<file path="config.mk">
export PLATFORM = sky130hd
export DESIGN_NAME = linear_probe_hash_table_top
export DESIGN_NICKNAME = d
export VERILOG_FILES = /design/src/design/lpht_pkg.sv /design/src/design/lpht_home.sv /design/src/design/lpht_cell.sv /design/src/design/linear_probe_hash_table_top.sv
export SDC_FILE = /design/constraint.sdc
export NUM_CORES = 1
export LEC_CHECK = 0
export BUFFER_PORTS_ARGS = -buffer_cell sky130_fd_sc_hd__buf_2
export CORE_UTILIZATION = 58
export CTS_CLUSTER_SIZE = 28
export DETAILED_ROUTE_END_ITERATION = 16
export PLACE_DENSITY = 0.77
export SLEW_MARGIN = 20
export SYNTH_ARGS = -nofsm -noshare
export SYNTH_HDL_FRONTEND = slang
export SYNTH_SLANG_ARGS = --single-unit
</file>
<file path="constraint.sdc">
create_clock -name i_clk -period 3.2 [get_ports i_clk]
set_input_delay 0.64 -clock i_clk [delete_from_list [all_inputs] [get_ports i_clk]]
set_output_delay 0.64 -clock i_clk [all_outputs]
set_load 0.02 [all_outputs]
</file>
<file path="src/design/lpht_pkg.sv">
`timescale 1ns / 1ps
// ----------------------------------------------------------------------------
// lpht_pkg
// Shared codes, defaults and types for the linear-probe hash table.
// ----------------------------------------------------------------------------
package lpht_pkg;

    // Default sizes
    localparam int TABLE_SIZE_DEF = 16;
    localparam int KEY_WIDTH_DEF  = 32;

    // Result field widths
    localparam int STATUS_W = 2;
    localparam int SLOT_W   = 4;
    localparam int MODE_W   = 2;

    // Operation codes
    localparam logic [MODE_W-1:0] MODE_INSERT = 2'd0;
    localparam logic [MODE_W-1:0] MODE_SEARCH = 2'd1;
    localparam logic [MODE_W-1:0] MODE_DELETE = 2'd2;

    // Status codes
    localparam logic [STATUS_W-1:0] ST_OK        = 2'd0;
    localparam logic [STATUS_W-1:0] ST_NOT_FOUND = 2'd1;
    localparam logic [STATUS_W-1:0] ST_FULL      = 2'd2;
    localparam logic [STATUS_W-1:0] ST_ZERO_KEY  = 2'd3;

    // Control broadcast from the sequencer to every cell
    typedef struct packed {
        logic              start;  // load the probe token at the home cell
        logic              probe;  // cells compare and hand the token on
        logic [MODE_W-1:0] mode;   // operation of the current request
    } t_ctl;

endpackage

</file>
<file path="src/design/lpht_home.sv">
`timescale 1ns / 1ps
// ----------------------------------------------------------------------------
// lpht_home
// Home slot unit: key mod table size. One registered step for a power-of-two
// table; otherwise the key bytes are folded with their weights 2^(8*j) mod
// table size, one byte per cycle, and the folded sum is reduced by a
// registered reciprocal multiply and then a registered multiply-subtract.
// ----------------------------------------------------------------------------
module lpht_home
    import lpht_pkg::*;
#(
    parameter int TABLE_SIZE = TABLE_SIZE_DEF,
    parameter int KEY_WIDTH  = KEY_WIDTH_DEF
) (
    input  logic                          i_clk,
    input  logic                          i_rst_n,
    input  logic                          i_start,
    input  logic [KEY_WIDTH-1:0]          i_key,
    output logic                          o_done,
    output logic [$clog2(TABLE_SIZE)-1:0] o_home
);

    localparam int  IDX_W   = $clog2(TABLE_SIZE);
    localparam bit  IS_POW2 = ((1 << IDX_W) == TABLE_SIZE);

    generate
        if (IS_POW2) begin : g_pow2
            localparam int KX_W = (KEY_WIDTH > IDX_W) ? KEY_WIDTH : IDX_W;

            logic [KX_W-1:0]  w_key_x;
            logic             r_done;
            logic [IDX_W-1:0] r_home;

            assign w_key_x = KX_W'(i_key);

            // Take the low key bits as the home slot
            always_ff @(posedge i_clk) begin
                if (!i_rst_n) begin
                    r_done <= 1'b0;
                end else begin
                    r_done <= i_start;
                end
                if (i_start) begin
                    r_home <= w_key_x[IDX_W-1:0];
                end
            end

            assign o_done = r_done;
            assign o_home = r_home;
        end else begin : g_fold
            localparam int NCHUNK = (KEY_WIDTH + 7) / 8;
            localparam int KEY_PW = NCHUNK * 8;
            localparam int LEFT_W = $clog2(NCHUNK + 1);
            localparam int TERM_W = 8 + IDX_W;
            // Up to eight byte terms, each below 2^8 * TABLE_SIZE
            localparam int ACC_W  = IDX_W + 11;
            localparam int SHIFT  = ACC_W + IDX_W;
            localparam int RCP_W  = ACC_W + 1;
            localparam int PROD_W = ACC_W + RCP_W;
            localparam int Q_W    = PROD_W - SHIFT;
            localparam logic [63:0] RECIP = ((64'd1 << SHIFT) / 64'(TABLE_SIZE)) + 64'd1;

            logic [NCHUNK*IDX_W-1:0] w_wts;
            logic [TERM_W-1:0]       w_term;
            logic [PROD_W-1:0]       w_prod;
            logic [ACC_W-1:0]        w_qn;
            logic [ACC_W-1:0]        w_diff;
            logic [KEY_PW-1:0]       r_key;
            logic [NCHUNK*IDX_W-1:0] r_wts;
            logic [LEFT_W-1:0]       r_left;
            logic [ACC_W-1:0]        r_acc;
            logic                    r_qv;
            logic                    r_rv;
            logic                    r_done;
            logic [Q_W-1:0]          r_q;
            logic [IDX_W-1:0]        r_rem;

            // Weight of key byte j: 2^(8*j) mod table size
            for (genvar j = 0; j < NCHUNK; j++) begin : g_wt
                assign w_wts[j*IDX_W +: IDX_W] =
                    IDX_W'((64'd1 << (8 * j)) % 64'(TABLE_SIZE));
            end

            // Weighted byte, quotient estimate and remainder
            assign w_term = TERM_W'(r_key[7:0]) * TERM_W'(r_wts[IDX_W-1:0]);
            assign w_prod = PROD_W'(r_acc) * PROD_W'(RECIP[RCP_W-1:0]);
            assign w_qn   = ACC_W'(r_q) * ACC_W'(TABLE_SIZE);
            assign w_diff = r_acc - w_qn;

            // Count the byte steps, then advance through quotient and remainder
            always_ff @(posedge i_clk) begin
                if (!i_rst_n) begin
                    r_left <= '0;
                    r_qv   <= 1'b0;
                    r_rv   <= 1'b0;
                    r_done <= 1'b0;
                end else begin
                    if (i_start) begin
                        r_left <= LEFT_W'(NCHUNK);
                    end else if (r_left != '0) begin
                        r_left <= r_left - 1'b1;
                    end
                    r_qv   <= !i_start && (r_left == LEFT_W'(1));
                    r_rv   <= r_qv;
                    r_done <= r_rv;
                end
            end

            // Fold one key byte per cycle into the accumulator
            always_ff @(posedge i_clk) begin
                if (i_start) begin
                    r_key <= KEY_PW'(i_key);
                    r_wts <= w_wts;
                    r_acc <= '0;
                end else if (r_left != '0) begin
                    r_key <= r_key >> 8;
                    r_wts <= r_wts >> IDX_W;
                    r_acc <= r_acc + ACC_W'(w_term);
                end
                if (r_qv) begin
                    r_q <= w_prod[SHIFT +: Q_W];
                end
                if (r_rv) begin
                    r_rem <= w_diff[IDX_W-1:0];
                end
            end

            assign o_done = r_done;
            assign o_home = r_rem;
        end
    endgenerate

endmodule

</file>
<file path="src/design/lpht_cell.sv">
`timescale 1ns / 1ps
// ----------------------------------------------------------------------------
// lpht_cell
// One table slot. Holds a key, checks it while it holds the probe token,
// and either claims the request or hands the token to the next slot.
// ----------------------------------------------------------------------------
module lpht_cell
    import lpht_pkg::*;
#(
    parameter int KEY_WIDTH = KEY_WIDTH_DEF,
    parameter int IDX_W     = 4,
    parameter int CELL_IDX  = 0
) (
    input  logic                 i_clk,
    input  logic                 i_rst_n,
    input  t_ctl                 i_ctl,
    input  logic [KEY_WIDTH-1:0] i_key,
    input  logic [IDX_W-1:0]     i_home,
    input  logic                 i_tok,
    output logic                 o_tok,
    output logic                 o_hit
);

    logic [KEY_WIDTH-1:0] r_slot;
    logic                 r_tok;
    logic                 w_match;

    // Insert looks for an empty slot, search and delete for the key
    assign w_match = (i_ctl.mode == MODE_INSERT) ? (r_slot == '0) : (r_slot == i_key);
    assign o_hit   = r_tok && i_ctl.probe && w_match;
    assign o_tok   = r_tok && i_ctl.probe && !w_match;

    // Load the token at home, pass it along while probing, drop it otherwise
    always_ff @(posedge i_clk) begin
        if (!i_rst_n) begin
            r_tok <= 1'b0;
        end else if (i_ctl.start) begin
            r_tok <= (i_home == IDX_W'(CELL_IDX));
        end else if (i_ctl.probe) begin
            r_tok <= i_tok;
        end else begin
            r_tok <= 1'b0;
        end
    end

    // Write the key on insert, clear it on delete
    always_ff @(posedge i_clk) begin
        if (!i_rst_n) begin
            r_slot <= '0;
        end else if (o_hit && (i_ctl.mode == MODE_INSERT)) begin
            r_slot <= i_key;
        end else if (o_hit && (i_ctl.mode == MODE_DELETE)) begin
            r_slot <= '0;
        end
    end

endmodule

</file>
<file path="src/design/linear_probe_hash_table_top.sv">
`timescale 1ns / 1ps
// ----------------------------------------------------------------------------
// linear_probe_hash_table_top
// Open-addressing hash table of nonzero keys with linear probing.
// ----------------------------------------------------------------------------
// One request at a time. A request with a zero key or an unused mode gives its
// result the cycle after it is taken. Otherwise the home slot (key mod
// TABLE_SIZE) is the registered low key bits for a power-of-two TABLE_SIZE
// and comes from the byte fold and reduction for any other size; then a probe
// token walks the ring of slot cells, one slot per cycle, until a cell claims
// the request or every slot has been probed, and the result register is loaded
// at the end of the last probe cycle. The slots reset to empty at once.
// ----------------------------------------------------------------------------
module linear_probe_hash_table_top
    import lpht_pkg::*;
#(
    parameter int TABLE_SIZE = TABLE_SIZE_DEF,
    parameter int KEY_WIDTH  = KEY_WIDTH_DEF
) (
    input  logic                                i_clk,
    input  logic                                i_rst_n,
    input  logic                                s_axis_tvalid,
    output logic                                s_axis_tready,
    // [1:0] mode, [KEY_WIDTH+1:2] key, zero fill above
    input  logic [((MODE_W+KEY_WIDTH+7)/8)*8-1:0] s_axis_tdata,
    output logic                                m_axis_tvalid,
    input  logic                                m_axis_tready,
    // [1:0] status, [5:2] slot_index, [7:6] zero
    output logic [7:0]                          m_axis_tdata
);

    localparam int IDX_W  = $clog2(TABLE_SIZE);

    localparam logic [1:0] S_IDLE  = 2'd0;
    localparam logic [1:0] S_HOME  = 2'd1;
    localparam logic [1:0] S_PROBE = 2'd2;
    localparam logic [1:0] S_OUT   = 2'd3;

    logic [1:0]            r_state;
    logic [1:0]            n_state;
    logic [MODE_W-1:0]     r_mode;
    logic [KEY_WIDTH-1:0]  r_key;
    logic [IDX_W-1:0]      r_idx;
    logic [IDX_W-1:0]      n_idx;
    logic [IDX_W-1:0]      r_cnt;
    logic [IDX_W-1:0]      n_cnt;
    logic [STATUS_W-1:0]   r_status;
    logic [STATUS_W-1:0]   n_status;
    logic [SLOT_W-1:0]     r_slot;
    logic [SLOT_W-1:0]     n_slot;

    logic [MODE_W-1:0]     w_in_mode;
    logic [KEY_WIDTH-1:0]  w_in_key;
    logic                  w_accept;
    logic                  w_home_start;
    logic                  w_home_done;
    logic [IDX_W-1:0]      w_home;
    logic                  w_any_hit;
    t_ctl                  w_ctl;
    logic [TABLE_SIZE-1:0] w_tok;
    logic [TABLE_SIZE-1:0] w_hit;

    // Unpack the request
    assign w_in_mode = s_axis_tdata[MODE_W-1:0];
    assign w_in_key  = s_axis_tdata[MODE_W+KEY_WIDTH-1:MODE_W];
    assign w_accept  = s_axis_tvalid && s_axis_tready;

    assign s_axis_tready = (r_state == S_IDLE);
    assign m_axis_tvalid = (r_state == S_OUT);
    assign m_axis_tdata  = {{(8 - STATUS_W - SLOT_W){1'b0}}, r_slot, r_status};

    // Start the home computation only for real work
    assign w_home_start = w_accept && (w_in_key != '0)
                       && (w_in_mode != MODE_SEARCH + MODE_DELETE);

    lpht_home #(
        .TABLE_SIZE (TABLE_SIZE),
        .KEY_WIDTH  (KEY_WIDTH)
    ) u_home (
        .i_clk   (i_clk),
        .i_rst_n (i_rst_n),
        .i_start (w_home_start),
        .i_key   (w_in_key),
        .o_done  (w_home_done),
        .o_home  (w_home)
    );

    // Broadcast control to the cell ring
    assign w_ctl.start = (r_state == S_HOME) && w_home_done;
    assign w_ctl.probe = (r_state == S_PROBE);
    assign w_ctl.mode  = r_mode;

    genvar g;
    generate
        for (g = 0; g < TABLE_SIZE; g++) begin : g_cell
            lpht_cell #(
                .KEY_WIDTH (KEY_WIDTH),
                .IDX_W     (IDX_W),
                .CELL_IDX  (g)
            ) u_cell (
                .i_clk   (i_clk),
                .i_rst_n (i_rst_n),
                .i_ctl   (w_ctl),
                .i_key   (r_key),
                .i_home  (w_home),
                .i_tok   (w_tok[(g + TABLE_SIZE - 1) % TABLE_SIZE]),
                .o_tok   (w_tok[g]),
                .o_hit   (w_hit[g])
            );
        end
    endgenerate

    assign w_any_hit = |w_hit;

    // Sequence one request: home, probe, present the result
    always_comb begin
        n_state  = r_state;
        n_idx    = r_idx;
        n_cnt    = r_cnt;
        n_status = r_status;
        n_slot   = r_slot;
        unique case (r_state)
            S_IDLE: begin
                if (w_accept) begin
                    n_slot = '0;
                    if (w_in_key == '0) begin
                        n_status = ST_ZERO_KEY;
                        n_state  = S_OUT;
                    end else if (w_in_mode == MODE_SEARCH + MODE_DELETE) begin
                        n_status = ST_NOT_FOUND;
                        n_state  = S_OUT;
                    end else begin
                        n_state = S_HOME;
                    end
                end
            end
            S_HOME: begin
                if (w_home_done) begin
                    n_idx   = w_home;
                    n_cnt   = '0;
                    n_state = S_PROBE;
                end
            end
            S_PROBE: begin
                if (w_any_hit) begin
                    n_status = ST_OK;
                    n_slot   = SLOT_W'(r_idx);
                    n_state  = S_OUT;
                end else if (r_cnt == IDX_W'(TABLE_SIZE - 1)) begin
                    n_status = (r_mode == MODE_INSERT) ? ST_FULL : ST_NOT_FOUND;
                    n_slot   = '0;
                    n_state  = S_OUT;
                end else begin
                    n_idx = (r_idx == IDX_W'(TABLE_SIZE - 1)) ? '0 : r_idx + 1'b1;
                    n_cnt = r_cnt + 1'b1;
                end
            end
            S_OUT: begin
                if (m_axis_tready) begin
                    n_state = S_IDLE;
                end
            end
            default: begin
                n_state = S_IDLE;
            end
        endcase
    end

    always_ff @(posedge i_clk) begin
        if (!i_rst_n) begin
            r_state <= S_IDLE;
        end else begin
            r_state <= n_state;
        end
    end

    // Hold the request and result payload
    always_ff @(posedge i_clk) begin
        if (w_accept) begin
            r_mode <= w_in_mode;
            r_key  <= w_in_key;
        end
        r_idx    <= n_idx;
        r_cnt    <= n_cnt;
        r_status <= n_status;
        r_slot   <= n_slot;
    end

    // At most one cell holds the token or claims the request
    a_one_token: assert property (@(posedge i_clk) disable iff (!i_rst_n)
        $onehot0(w_tok) && $onehot0(w_hit))
        else $error("more than one probe token in the ring");

    // A failed request reports slot zero
    a_fail_slot: assert property (@(posedge i_clk) disable iff (!i_rst_n)
        (m_axis_tvalid && (r_status != ST_OK)) |-> (r_slot == '0))
        else $error("nonzero slot on a failed request");

    // No new request is taken while a result waits
    a_no_overlap: assert property (@(posedge i_clk) disable iff (!i_rst_n)
        m_axis_tvalid |-> !s_axis_tready)
        else $error("request taken while a result is pending");

    // Cells act only while probing
    a_hit_in_probe: assert property (@(posedge i_clk) disable iff (!i_rst_n)
        w_any_hit |-> (r_state == S_PROBE))
        else $error("cell claimed a request outside the probe phase");

endmodule
</file>
Yosys cells after proc, flatten, opt, wreduce, memory -nomap -nowiden

Cells that the tools add are included.

Add/subtract/negate cells: 2
Multipliers: 0
Divide/modulo/power cells: 0
$lt $le $gt $ge: 0
Equality and inequality tests: 46
Shift operators: 0
Mux-type cells: 108
Bitwise gates (word level): 0
Reductions and logical operators: 144

Operators by type and width:

| operator                                      | count |
|---|---|
| 2-to-1 mux 32 bit                             | 32 |
| zero test 32 bit                              | 17 |
| == test 32 bit                                | 16 |
| logical AND 1 bit                             | 84 |
| 2-to-1 mux 1 bit                              | 48 |
| == test 4 bit, second input constant          | 10 |
| 2-to-1 mux 4 bit                              | 10 |
| nonzero test 2 bit                            | 18 |
| nonzero test 32 bit                           | 1 |
| 2-to-1 mux 2 bit                              | 13 |
| case mux 4 bit (2 select lines)               | 3 |
| == test 4 x 3 -> 1 bit, second input constant | 4 |
| zero test 1 bit                               | 16 |
| OR reduction 16 bit                           | 1 |
| AND reduction 4 bit                           | 3 |
| adder 4 x 1 -> 4 bit, second input constant   | 2 |
| == test 2 bit, second input constant          | 4 |
| == test 4 x 2 -> 1 bit, second input constant | 2 |
| case mux 2 bit (4 select lines)               | 1 |
| != test 2 x 1 -> 1 bit, second input constant | 3 |
| != test 2 bit, second input constant          | 3 |
| == test 4 x 1 -> 1 bit, second input constant | 1 |
| zero test 2 bit                               | 2 |
| zero test 4 bit                               | 1 |
| other kinds (5)                               | 5 |

Bits in registers: 583
Latch bits: 0
RAM bits: 0
ROM bits: 0
Input port bits: 44
Output and inout port bits: 10
Word-level logic and storage cells: 341
Memories: 0

Logic depth before layout (Yosys ltp)

Gate-level depths: netlist (run 1).

Depth after elaboration: 6
Depth in mapped cells: 12
Depth with buffers taken out: 9

Cells and area by module

From an unflattened synthesis (run 1), not the netlist that was laid out.

Cells, all modules: 2,405
Area, all modules: 26,629.3 um^2

Modules (own cells, without submodules):

| module                             | instances | cells an instance | area an instance (um^2) | sequential area each (um^2) |
|---|---|---|---|---|
| lpht_cell at g_cell[10].u_cell ... | 4         | 142               | 1,527.7                 | 660.6 |
| lpht_cell at g_cell[11].u_cell ... | 4         | 141               | 1,526.5                 | 660.6 |
| lpht_cell at g_cell[1].u_cell ...  | 4         | 142               | 1,526.5                 | 660.6 |
| lpht_cell at g_cell[12].u_cell ... | 2         | 141               | 1,524.0                 | 660.6 |
| linear_probe_hash_table_top        | 1         | 133               | 2,063.2                 | 1,481.4 |
| lpht_cell at g_cell[15].u_cell     | 1         | 142               | 1,525.2                 | 660.6 |
| lpht_cell at g_cell[0].u_cell      | 1         | 142               | 1,524.0                 | 660.6 |
| lpht_home                          | 1         | 6                 | 146.4                   | 140.1 |

Worst setup path after synthesis (run 1)

OpenSTA, ideal clock, no wires.

Path kind: flip-flop to flip-flop
Start point: reg r_state[0]
End point: reg r_cnt[0], enable pin
Library setup time: 0.385 ns
Data arrival time: 2.557 ns
Data required time: 2.815 ns
Path slack: 0.258 ns
Cell stages (with the launch flop): 11
Path buffers: 2
Period minus slack after synthesis: 2.942 ns
Cell sequence: dfxtp_1 > inv_1 > ha_1 > buf_2 > buf_2 > nand2_1 > nor4_2 > a31oi_1 > nand4_1 > nor4_4 > nor3b_1

Word-level cells in the longest chain between the ends: 6
Elaborated cells between the ends (all ways): 40

Ends and longest elaborated chain:

| element                                  | line                                                                  | source |
|---|---|---|
| start: declaration                       | linear_probe_hash_table_top.sv:39                                     | `logic [1:0] r_state;` |
| start signal: assignment                 | linear_probe_hash_table_top.sv:173                                    | `r_state <= n_state;` |
| == test 2 bit                            | linear_probe_hash_table_top.sv:90, linear_probe_hash_table_top.sv:122 |  |
| logical AND 1 bit (2 in series)          | lpht_cell.sv:30                                                       | `assign o_hit = r_tok && i_ctl.probe && w_match;` |
| OR reduction 16 bit                      | linear_probe_hash_table_top.sv:113                                    | `assign w_any_hit = \|w_hit;` |
| != test 2 bit (no source line)           | -                                                                     |  |
| AND reduction 4 bit (no source line) (*) | -                                                                     |  |
| end signal: assignment                   | linear_probe_hash_table_top.sv:184                                    | `r_cnt <= n_cnt;` |
| end: declaration                         | linear_probe_hash_table_top.sv:45                                     | `logic [IDX_W-1:0] r_cnt;` |

Every way passes the cells marked *; elsewhere a longest branch is shown, timed or not.
A chain may end at the register's enable or synchronous reset.

Final worst setup path (run 1)

Start point: reg r_key[1]
End point: reg r_status[1], enable pin

Word-level cells in the longest chain between the ends: 6
Elaborated cells between the ends (all ways): 51

Ends and longest elaborated chain:

| element                                  | line                               | source |
|---|---|---|
| start: declaration                       | linear_probe_hash_table_top.sv:42  | `logic [KEY_WIDTH-1:0] r_key;` |
| start signal: assignment                 | linear_probe_hash_table_top.sv:181 | `r_key <= w_in_key;` |
| == test 32 bit                           | lpht_cell.sv:29                    | `assign w_match = (i_ctl.mode == MODE_INSERT) ? (r_slot == '0) : (r_slot == i_key);` |
| 2-to-1 mux 1 bit                         | lpht_cell.sv:29                    |  |
| logical AND 1 bit                        | lpht_cell.sv:30                    |  |
| OR reduction 16 bit (*)                  | linear_probe_hash_table_top.sv:113 |  |
| != test 3 bit (no source line) (*)       | -                                  |  |
| AND reduction 4 bit (no source line) (*) | -                                  |  |
| end signal: assignment                   | linear_probe_hash_table_top.sv:185 | `r_status <= n_status;` |
| end: declaration                         | linear_probe_hash_table_top.sv:47  | `logic [STATUS_W-1:0] r_status;` |

Marks and branches as above.

==> impl_summary.md, run 1 <==
STA
In the post-route analysis, the smallest setup slack over all paths is 0.167 ns. The shortest clock period the worst path allows after layout is 3.03 ns. Across the routed clock network, the largest skew measured is 0.0258 ns. At the pin with the least slew margin, the transition time is 0.935 ns. The highest achievable clock rate is 330 MHz. Summed over all failing endpoints, the final setup total negative slack is 0 ns. Setup repair after global routing left no endpoint under its margin. The worst pin sits at a relative slew slack of 37.6%. Setup violations remaining at the end of the flow were counted as 0. The number of failing hold endpoints at the final stage was 0.

The number of pins exceeding their max-slew limit in the final report is 0. The final clock period utilization by the worst path is 94.8%.

Clock tree
Clock tree synthesis selected as its root buffer the cell sky130_fd_sc_hd__clkbuf_16. No sink is reached through more buffers than the 3 on the longest clock path. In this run, CTS created clock tree buffers numbering 59. The H-tree was split into 2 levels. The TritonCTS clock tree is done. The register clock-pin slew on the reported worst setup and hold paths is 0.06 ns. Buffers added to address setup during post-CTS repair amount to 0. The clock latency of the later-clocked register in the worst-skew pair is 0.65 ns.

The number of clock sinks seen by CTS is 583. For this design, the CTS-stage hold fixing added 0 buffers.

Power and ir drop
Combinational cells account for 23.8% of the total power. The static leakage is 9.54 nW. The power per cell area is 620 nW/um2. The switching fraction of total power is 31.2%. The proportion of power drawn by flip-flops and latches is 39.1%. The internal power of the cells totals 13.8 mW. The total net switching power is 6.27 mW. VDD sags by at most 840 uV. The part of the total power dissipated in the clock network is 37.1%.

Synth
Summing the areas of all and, or, nand and nor instances in the mapped netlist gives 22.4% of the synthesized area. The post-synthesis sequential element count is 583. The post-synthesis adder-cell area fraction is 0.255%. Counting flops with an async set or reset pin after synthesis yields a share of 0%. The post-synthesis mux area share is 0.145%. Counting every instance in the synthesized netlist gives 3086.

After synthesis the cells add up to 29400 um2. The top-area cell type share of the netlist area is 36.1%. The synthesized design contains 52 enable-type register cells. Of the synthesized area, sequential elements account for 41.4%. The compound-gate portion of the synthesized area is 14.9%.

The average instance in the mapped netlist occupies 9.53 um2. The unique cell type count in the Yosys netlist is 55. The count of yosys warnings during synthesis is 0. The synthesized design spends more area on one cell type than any other, namely sky130_fd_sc_hd__dfxtp_1. The prevailing post-synth register cell is sky130_fd_sc_hd__dfxtp_1.

By area the synthesized netlist is led by sky130_fd_sc_hd__dfxtp_1 (36%), sky130_fd_sc_hd__xnor2_1 (15%), sky130_fd_sc_hd__a22oi_1 (13%). After synthesis, the largest family of logic cells by area is simple AND/OR/NAND/NOR gates. The area share of xor/xnor cells in the synthesized design is 15.3%.

Global route
The first-pass GRT wire length is 135 mm. The global routing usage summed across all routing layers is 33.5%. The pin count of the biggest net entering global routing is 129. The number of antenna violations at the first check in global routing came to 0. The number of global-route vias before repair is 23500. The remaining global-route overflow is 0.

Layout
The library cell used most frequently in the layout, excluding fill and tap cells, is sky130_fd_sc_hd__dfxtp_1. 0 antenna diodes ended up in the layout. Relative to the synthesized area, the layout overhead comes to 10.2%. The top cell types in the final layout, fill and taps aside, are sky130_fd_sc_hd__dfxtp_1 (531), sky130_fd_sc_hd__nor2b_1 (523), sky130_fd_sc_hd__a22oi_1 (504), sky130_fd_sc_hd__xnor2_1 (493), sky130_fd_sc_hd__nor4_1 (170).

The final core utilization is 64.7%. The layout has 3984 filler cells. At the end of the flow, the number of nets in the layout was 3040. Cells with a size suffix above 1 make up 9.97% of the layout.

Detailed routing
After detailed routing, the average wire length per cell comes to 23.6 um. The detail-routed via count per cell is 6.57. The number of DRC violations after detailed routing is 0. The final layout contains routed wiring with a total length of 87.6 mm. The first routing iteration left 2855 violations. The count of antenna-violating nets left after detailed routing is 0. The first-pass iteration count of the detailed router is 10. The via count is 24400.

Floorplan
The I/O pin total is 54. In this run the vertical extent of the chip is 227 um. The core area is 50100 um2. The die area is 51600 um2. From left edge to right edge, the die measures 227 um. In this run the core area contains 82 standard-cell rows. The effective utilization at floorplan is 58.8%.

Run
Across the run, the number of max-cap violations was 0.

Worst setup path
At the worst endpoint, the required time is 3.54 ns. STA classifies the critical path startpoint as a register. The critical path is of the register to register type.

The endpoint arrival time on the critical path is 3.38 ns. STA classifies the critical path endpoint as a register. In this run the worst path has a maximum fanout of 22.

Place
Once detailed placement completed, the half-perimeter wirelength came to 52.6 mm. Before CTS, the worst setup slack after placement is 0.101 ns. At the end of routability-driven placement, the weighted congestion stood at 0.944. The number of input and output port buffers inserted is 45.

Hold path
The class of the most critical hold timing path is input port to register.

Outcome
The flow ran to the end, and the final reports show no timing, DRC or antenna violations.
stage by stage:
| stage | std cells | cell area (um2) | power (mW) | hold slack, ns |
|---|---|---|---|---|
| 2_1_floorplan | 3087 | 29400 | 11.0 | 0.468 |
| 3_3_place_gp | 3601 | 30300 | 12.5 | 0.484 |
| 3_5_place_dp | 3601 | 30300 | 12.6 | 0.514 |
| 4_1_cts | 3711 | 32400 | 20.0 | 0.179 |
| 5_1_grt | 3711 | 32400 | 20.6 | 0.199 |
| 6_report | 3711 | 32400 | 20.1 | 0.201 |
state kept, by name (all words and copies together), names as in the netlist:
| register | flops |
|---|---|
| r_mode | 2 |
| g_cell.u_cell.r_slot | 512 |
| u_home.o_home | 4 |
| r_status | 2 |
| g_cell.u_cell.r_tok | 16 |
| r_state | 2 |
| r_cnt | 4 |
| u_home.o_done | 1 |
| r_idx | 4 |
| r_slot | 4 |
| r_key | 32 |
logic make-up after synthesis:
family,after synthesis
and+or+nand+nor,1085
DFF,583
muxes,4
buffers and inverters,314
xor gates and xnor gates,513
other,1
AOI/OAI and AO/OA,580
adders and majority gates,6
cell type report:
class                      instances  area [um2]  area share [%]
sequential                       583       12200            37.6
multi-input combinational       2190       15800            48.8
clock buffer                      86        1720            5.31
inverter                          10        37.5           0.116
timing repair buffer             146        1440            4.43
tap                              672         841            2.59
clock inverter                    24         370            1.14
timing repair:
item,CTS,global route
endpoints found under the setup margin,0,111
hold endpoints to repair,0,0
gates resized for setup,0,8
path summary, 6_finish.rpt:
check                          startpoint                 endpoint  slack, ns  cells past startpoint
setup / recovery       r_key[1]$_DFFE_PP_    r_status[1]$_DFFE_PP_       0.17                      9
hold / removal            s_axis_tdata[8]       r_key[6]$_DFFE_PP_       0.20                      1
setup reg to reg       r_key[1]$_DFFE_PP_    r_status[1]$_DFFE_PP_       0.17                      9
hold reg to reg   r_state[0]$_SDFFE_PN0P_  r_state[0]$_SDFFE_PN0P_       0.52                      2
synth_stat cells, drive strengths merged (20+ instances only):
cell type,n
nor4,196
buf,144
dfxtp,531
nor2,30
nand3,34
nand4,151
a22oi,512
nor2b,523
clkbuf,160
edfxtp,52
nand2,67
xor2,20
xnor2,493
nor3,49
worst max-delay path, stage by stage (launching register included):
cell and delay (ns):
sky130_fd_sc_hd__edfxtp_1 0.37, sky130_fd_sc_hd__buf_4 0.42, sky130_fd_sc_hd__xnor2_1 0.21, sky130_fd_sc_hd__nand4_1 0.15, sky130_fd_sc_hd__nor4_1 0.43, sky130_fd_sc_hd__a41oi_2 0.30
sky130_fd_sc_hd__nand4_1 0.29, sky130_fd_sc_hd__nor4_4 0.09, sky130_fd_sc_hd__a31oi_1 0.26, sky130_fd_sc_hd__and2_1 0.20
metal layers:
metal	up-vias	share of wire (%)	track usage, %
met1	11900	40	44.1
met4	0	5.8	19.0
met5	-	0	0
li1	10900	-	-
met2	1282	45	52.1
met3	348	9.4	5.80
power groups by stage:
| stage | Sequential, mW | Combinational [mW] | Clock [mW] |
|---|---|---|---|
| global placement | 7.99 | 4.55 | 0 |
| detailed placement | 8.00 | 4.61 | 0 |
| CTS | 7.84 | 4.63 | 7.51 |
| finish | 7.84 | 4.78 | 7.46 |
| floorplan | 7.93 | 3.06 | 0 |
| global route | 7.86 | 4.93 | 7.79 |
Note: power is estimated with default switching activity, not from simulation.
==> inputs of run 2 (changes only) <==
--- a/config.mk
+++ b/config.mk
@@ -6,10 +6,11 @@
 export NUM_CORES = 1
 export LEC_CHECK = 0
 export BUFFER_PORTS_ARGS = -buffer_cell sky130_fd_sc_hd__buf_2
-export CORE_UTILIZATION = 58
+export CORE_UTILIZATION = 55
 export CTS_CLUSTER_SIZE = 28
 export DETAILED_ROUTE_END_ITERATION = 16
-export PLACE_DENSITY = 0.77
+export PLACE_DENSITY = 0.71
+export SKIP_CTS_REPAIR_TIMING = 1
 export SLEW_MARGIN = 20
 export SYNTH_ARGS = -nofsm -noshare
 export SYNTH_HDL_FRONTEND = slang
==> impl_summary.md, run 2 (synthesized netlist as in run 1, its figures left out) <==
Floorplan
The effective utilization at floorplan is 55.9% (was 58.8%). The die area is 54400 um2 (was 51600 um2). The standard-cell row count is 84 (was 82).

The overall die height is 233 um (was 227 um). The core area came to 52700 um2 (was 50100 um2). The I/O pin total is 54 (unchanged).

The horizontal die dimension is 233 um (was 227 um).

Clock tree
The register clock-pin slew on the reported worst setup and hold paths is 0.06 ns (about the same). The TritonCTS clock tree is done (unchanged). The deepest level of the CTS H-tree is 2 (unchanged). The number of buffers created by CTS is 59 (unchanged). The clock latency of the later-clocked register in the worst-skew pair came to 0.64 ns (was 0.65 ns). The deepest clock path buffer count was 3 (unchanged). The number of clock sinks seen by CTS is 583 (unchanged). The clock tree root driver cell is sky130_fd_sc_hd__clkbuf_16 (unchanged).

Layout
The synthesis-to-finish area growth is 11.6% (was 10.2%). The register ranked first by flip-flop count is g_cell.u_cell.r_slot (unchanged). Most frequent cells in the layout: sky130_fd_sc_hd__dfxtp_1 (531), sky130_fd_sc_hd__nor2b_1 (523), sky130_fd_sc_hd__a22oi_1 (504), sky130_fd_sc_hd__xnor2_1 (493), sky130_fd_sc_hd__nor4_1 (169) (was sky130_fd_sc_hd__dfxtp_1 (531), sky130_fd_sc_hd__nor2b_1 (523), sky130_fd_sc_hd__a22oi_1 (504), sky130_fd_sc_hd__xnor2_1 (493), sky130_fd_sc_hd__nor4_1 (170)). The number of antenna cells inserted is 0 (unchanged). The layout filler cell count is 4251 (was 3984). The flip-flop count of the largest register, all copies and words added is 512 (unchanged).

Largest registers ranked by flip-flop count: g_cell.u_cell.r_slot (512), r_key (32), g_cell.u_cell.r_tok (16) (unchanged). The most common cell after layout, fill and taps aside is sky130_fd_sc_hd__dfxtp_1 (unchanged). The layout net count was 3089 (was 3040).

The fraction of final layout cells sized beyond drive strength 1 came to 11.3% (was 9.97%).

Run
The max-cap violation count was 0 (unchanged).

Detailed routing
The first-iteration detailed-routing DRC count came to 2935 (was 2855). The detail-routed via count per cell is 6.46 (was 6.57). The count of antenna-violating nets left after detailed routing is 0 (unchanged). The final routed wirelength across all metal layers is 90.1 mm (was 87.6 mm). The via count is 24400 (about the same). The number of DRC violations after detailed routing is 0 (unchanged). The first-pass iteration count of the detailed router is 6 (was 10). The mean routed wirelength per cell is 23.9 um (was 23.6 um).

STA
The worst path setup slack after routing is 0.0397 ns (was 0.167 ns). The final setup violation count was 0 (unchanged). The shortest clock period the worst path allows after layout is 3.16 ns (was 3.03 ns). The actual transition at the worst max-transition pin is 0.876 ns (was 0.935 ns). The highest achievable clock rate is 316 MHz (was 330 MHz). The number of pins exceeding their max-slew limit in the final report is 0 (unchanged). The number of failing hold endpoints at the final stage is 0 (unchanged). The total negative setup slack is 0 ns (unchanged). The final clock period utilization by the worst path was 98.8% (was 94.8%). The relative slew slack was 41.1% (was 37.6%).

The largest clock skew in the final design is 0.0166 ns (was 0.0258 ns). RSZ-0062 raised after global routing: yes (was no).

Power and ir drop
The switching fraction of total power is 31.9% (was 31.2%). The combinational share of power is 24.9% (was 23.8%). The proportion of power drawn by flip-flops and latches is 39.2% (was 39.1%).

The power per cell area was 614 nW/um2 (was 620 nW/um2). The worst supply voltage drop on vdd is 568 uV (was 840 uV). The part of the total power dissipated in the clock network is 35.8% (was 37.1%). The total net switching power is 6.42 mW (was 6.27 mW). The static leakage is 9.77 nW (was 9.54 nW). The internal portion of total power is 13.7 mW (was 13.8 mW).

Worst setup path
The endpoint type of the worst setup path is a register (unchanged). The cell at the slowest stage of the critical path was sky130_fd_sc_hd__edfxtp_1 (was sky130_fd_sc_hd__nor4_1). The required arrival time at the worst endpoint is 3.77 ns (was 3.54 ns).

The startpoint-to-endpoint class of the critical path is register to register (unchanged). Cells traversed along the worst timing path: buf_4 -> xnor2_1 -> nand4_1 -> nor4_1 -> a41oi_2 -> nand4_1 -> nor4_4 -> buf_4 -> buf_4 -> a31oi_1 -> mux2i_1 (was buf_4 -> xnor2_1 -> nand4_1 -> nor4_1 -> a41oi_2 -> nand4_1 -> nor4_4 -> a31oi_1 -> and2_1). The critical path's largest stage delay was 0.55 ns (was 0.43 ns). The endpoint arrival time on the critical path was 3.73 ns (was 3.38 ns). The startpoint type of the worst setup path was a register (unchanged). The largest fanout on the critical path is 11 (was 22). The most prevalent standard cell on the critical path is sky130_fd_sc_hd__buf_4 (was sky130_fd_sc_hd__nand4_1).

Place
The worst slack at placement is 0.0804 ns (was 0.101 ns). The weighted congestion reported at the end of routability-driven placement is 0.961 (was 0.944). The final HPWL from detailed placement is 58.1 mm (was 52.6 mm).

The number of input and output port buffers inserted is 45 (unchanged).

Global route
The first-pass GRT wire length is 138 mm (was 135 mm). The pin count of the biggest net entering global routing is 144 (was 129). The global routing usage summed across all routing layers came to 32.6% (was 33.5%).

The number of global-route vias before repair was 23600 (was 23500). The remaining global-route overflow was 0 (unchanged). The number of antenna violations at the first check in global routing was 0 (unchanged).

Hold path
The class of the most critical hold timing path is input port to register (unchanged).

Outcome
Status: completed (unchanged).
run 2: routing by layer:
metal	vias up	GRT usage (%)	routed length, um
li1	11000	-	-
met1	11900	43.7	37200
met2	1206	50.1	39600
met3	281	5.98	8450
met4	0	16.2	4740
met5	-	0	0
run 2: layout make-up:
type | instances | area [um2] | share of cell area (%)
inverters | 10 | 37.5 | 0.114
clock inverters | 37 | 418 | 1.27
repair buffers | 195 | 1920 | 5.86
multi-input cells | 2190 | 15800 | 48.2
flip-flops and latches | 583 | 12200 | 37.1
well taps | 688 | 861 | 2.62
clock buffers | 72 | 1590 | 4.84
run 2: through the flow:
stage / utilization, % / hold slack, ns / cells / cell area (um2) / power (mW)
4_1_cts: 62.2 / 0.165 / 3775 / 32800 / 20.1
6_report: 62.4 / 0.187 / 3775 / 32800 / 20.2
3_3_place_gp: 58.4 / 0.485 / 3666 / 30800 / 12.9
2_1_floorplan: - / 0.468 / 3087 / 29400 / 11.0
5_1_grt: 62.4 / 0.169 / 3775 / 32800 / 20.7
3_5_place_dp: 58.4 / 0.493 / 3666 / 30800 / 12.9
run 2: power by group through the flow:
stage	logic, mW	clock network [mW]	registers [mW]
3_3_place_gp	4.80	0	8.05
2_1_floorplan	3.06	0	7.93
4_1_cts	4.89	7.30	7.90
5_1_grt	5.19	7.59	7.93
6_report	5.03	7.23	7.91
3_5_place_dp	4.85	0	8.06
run 2: worst paths after layout:
check                           from                      end  slack, ns  cells past startpoint
max               r_key[3]$_DFFE_PP_  r_state[1]$_SDFFE_PN0P_       0.04                     11
min                 s_axis_tdata[21]      r_key[19]$_DFFE_PP_       0.19                      1
max reg2reg       r_key[3]$_DFFE_PP_  r_state[1]$_SDFFE_PN0P_       0.04                     11
min reg2reg  r_state[0]$_SDFFE_PN0P_  r_state[0]$_SDFFE_PN0P_       0.51                      2
run 2: critical path: cells and delay by family (launching register included):
family,cells,cell delay [ns]
compound gates,2,0.55
mux,1,0.22
flops,1,0.55
buf+inv,3,0.65
simple gates,4,0.92
xor+xnor,1,0.18
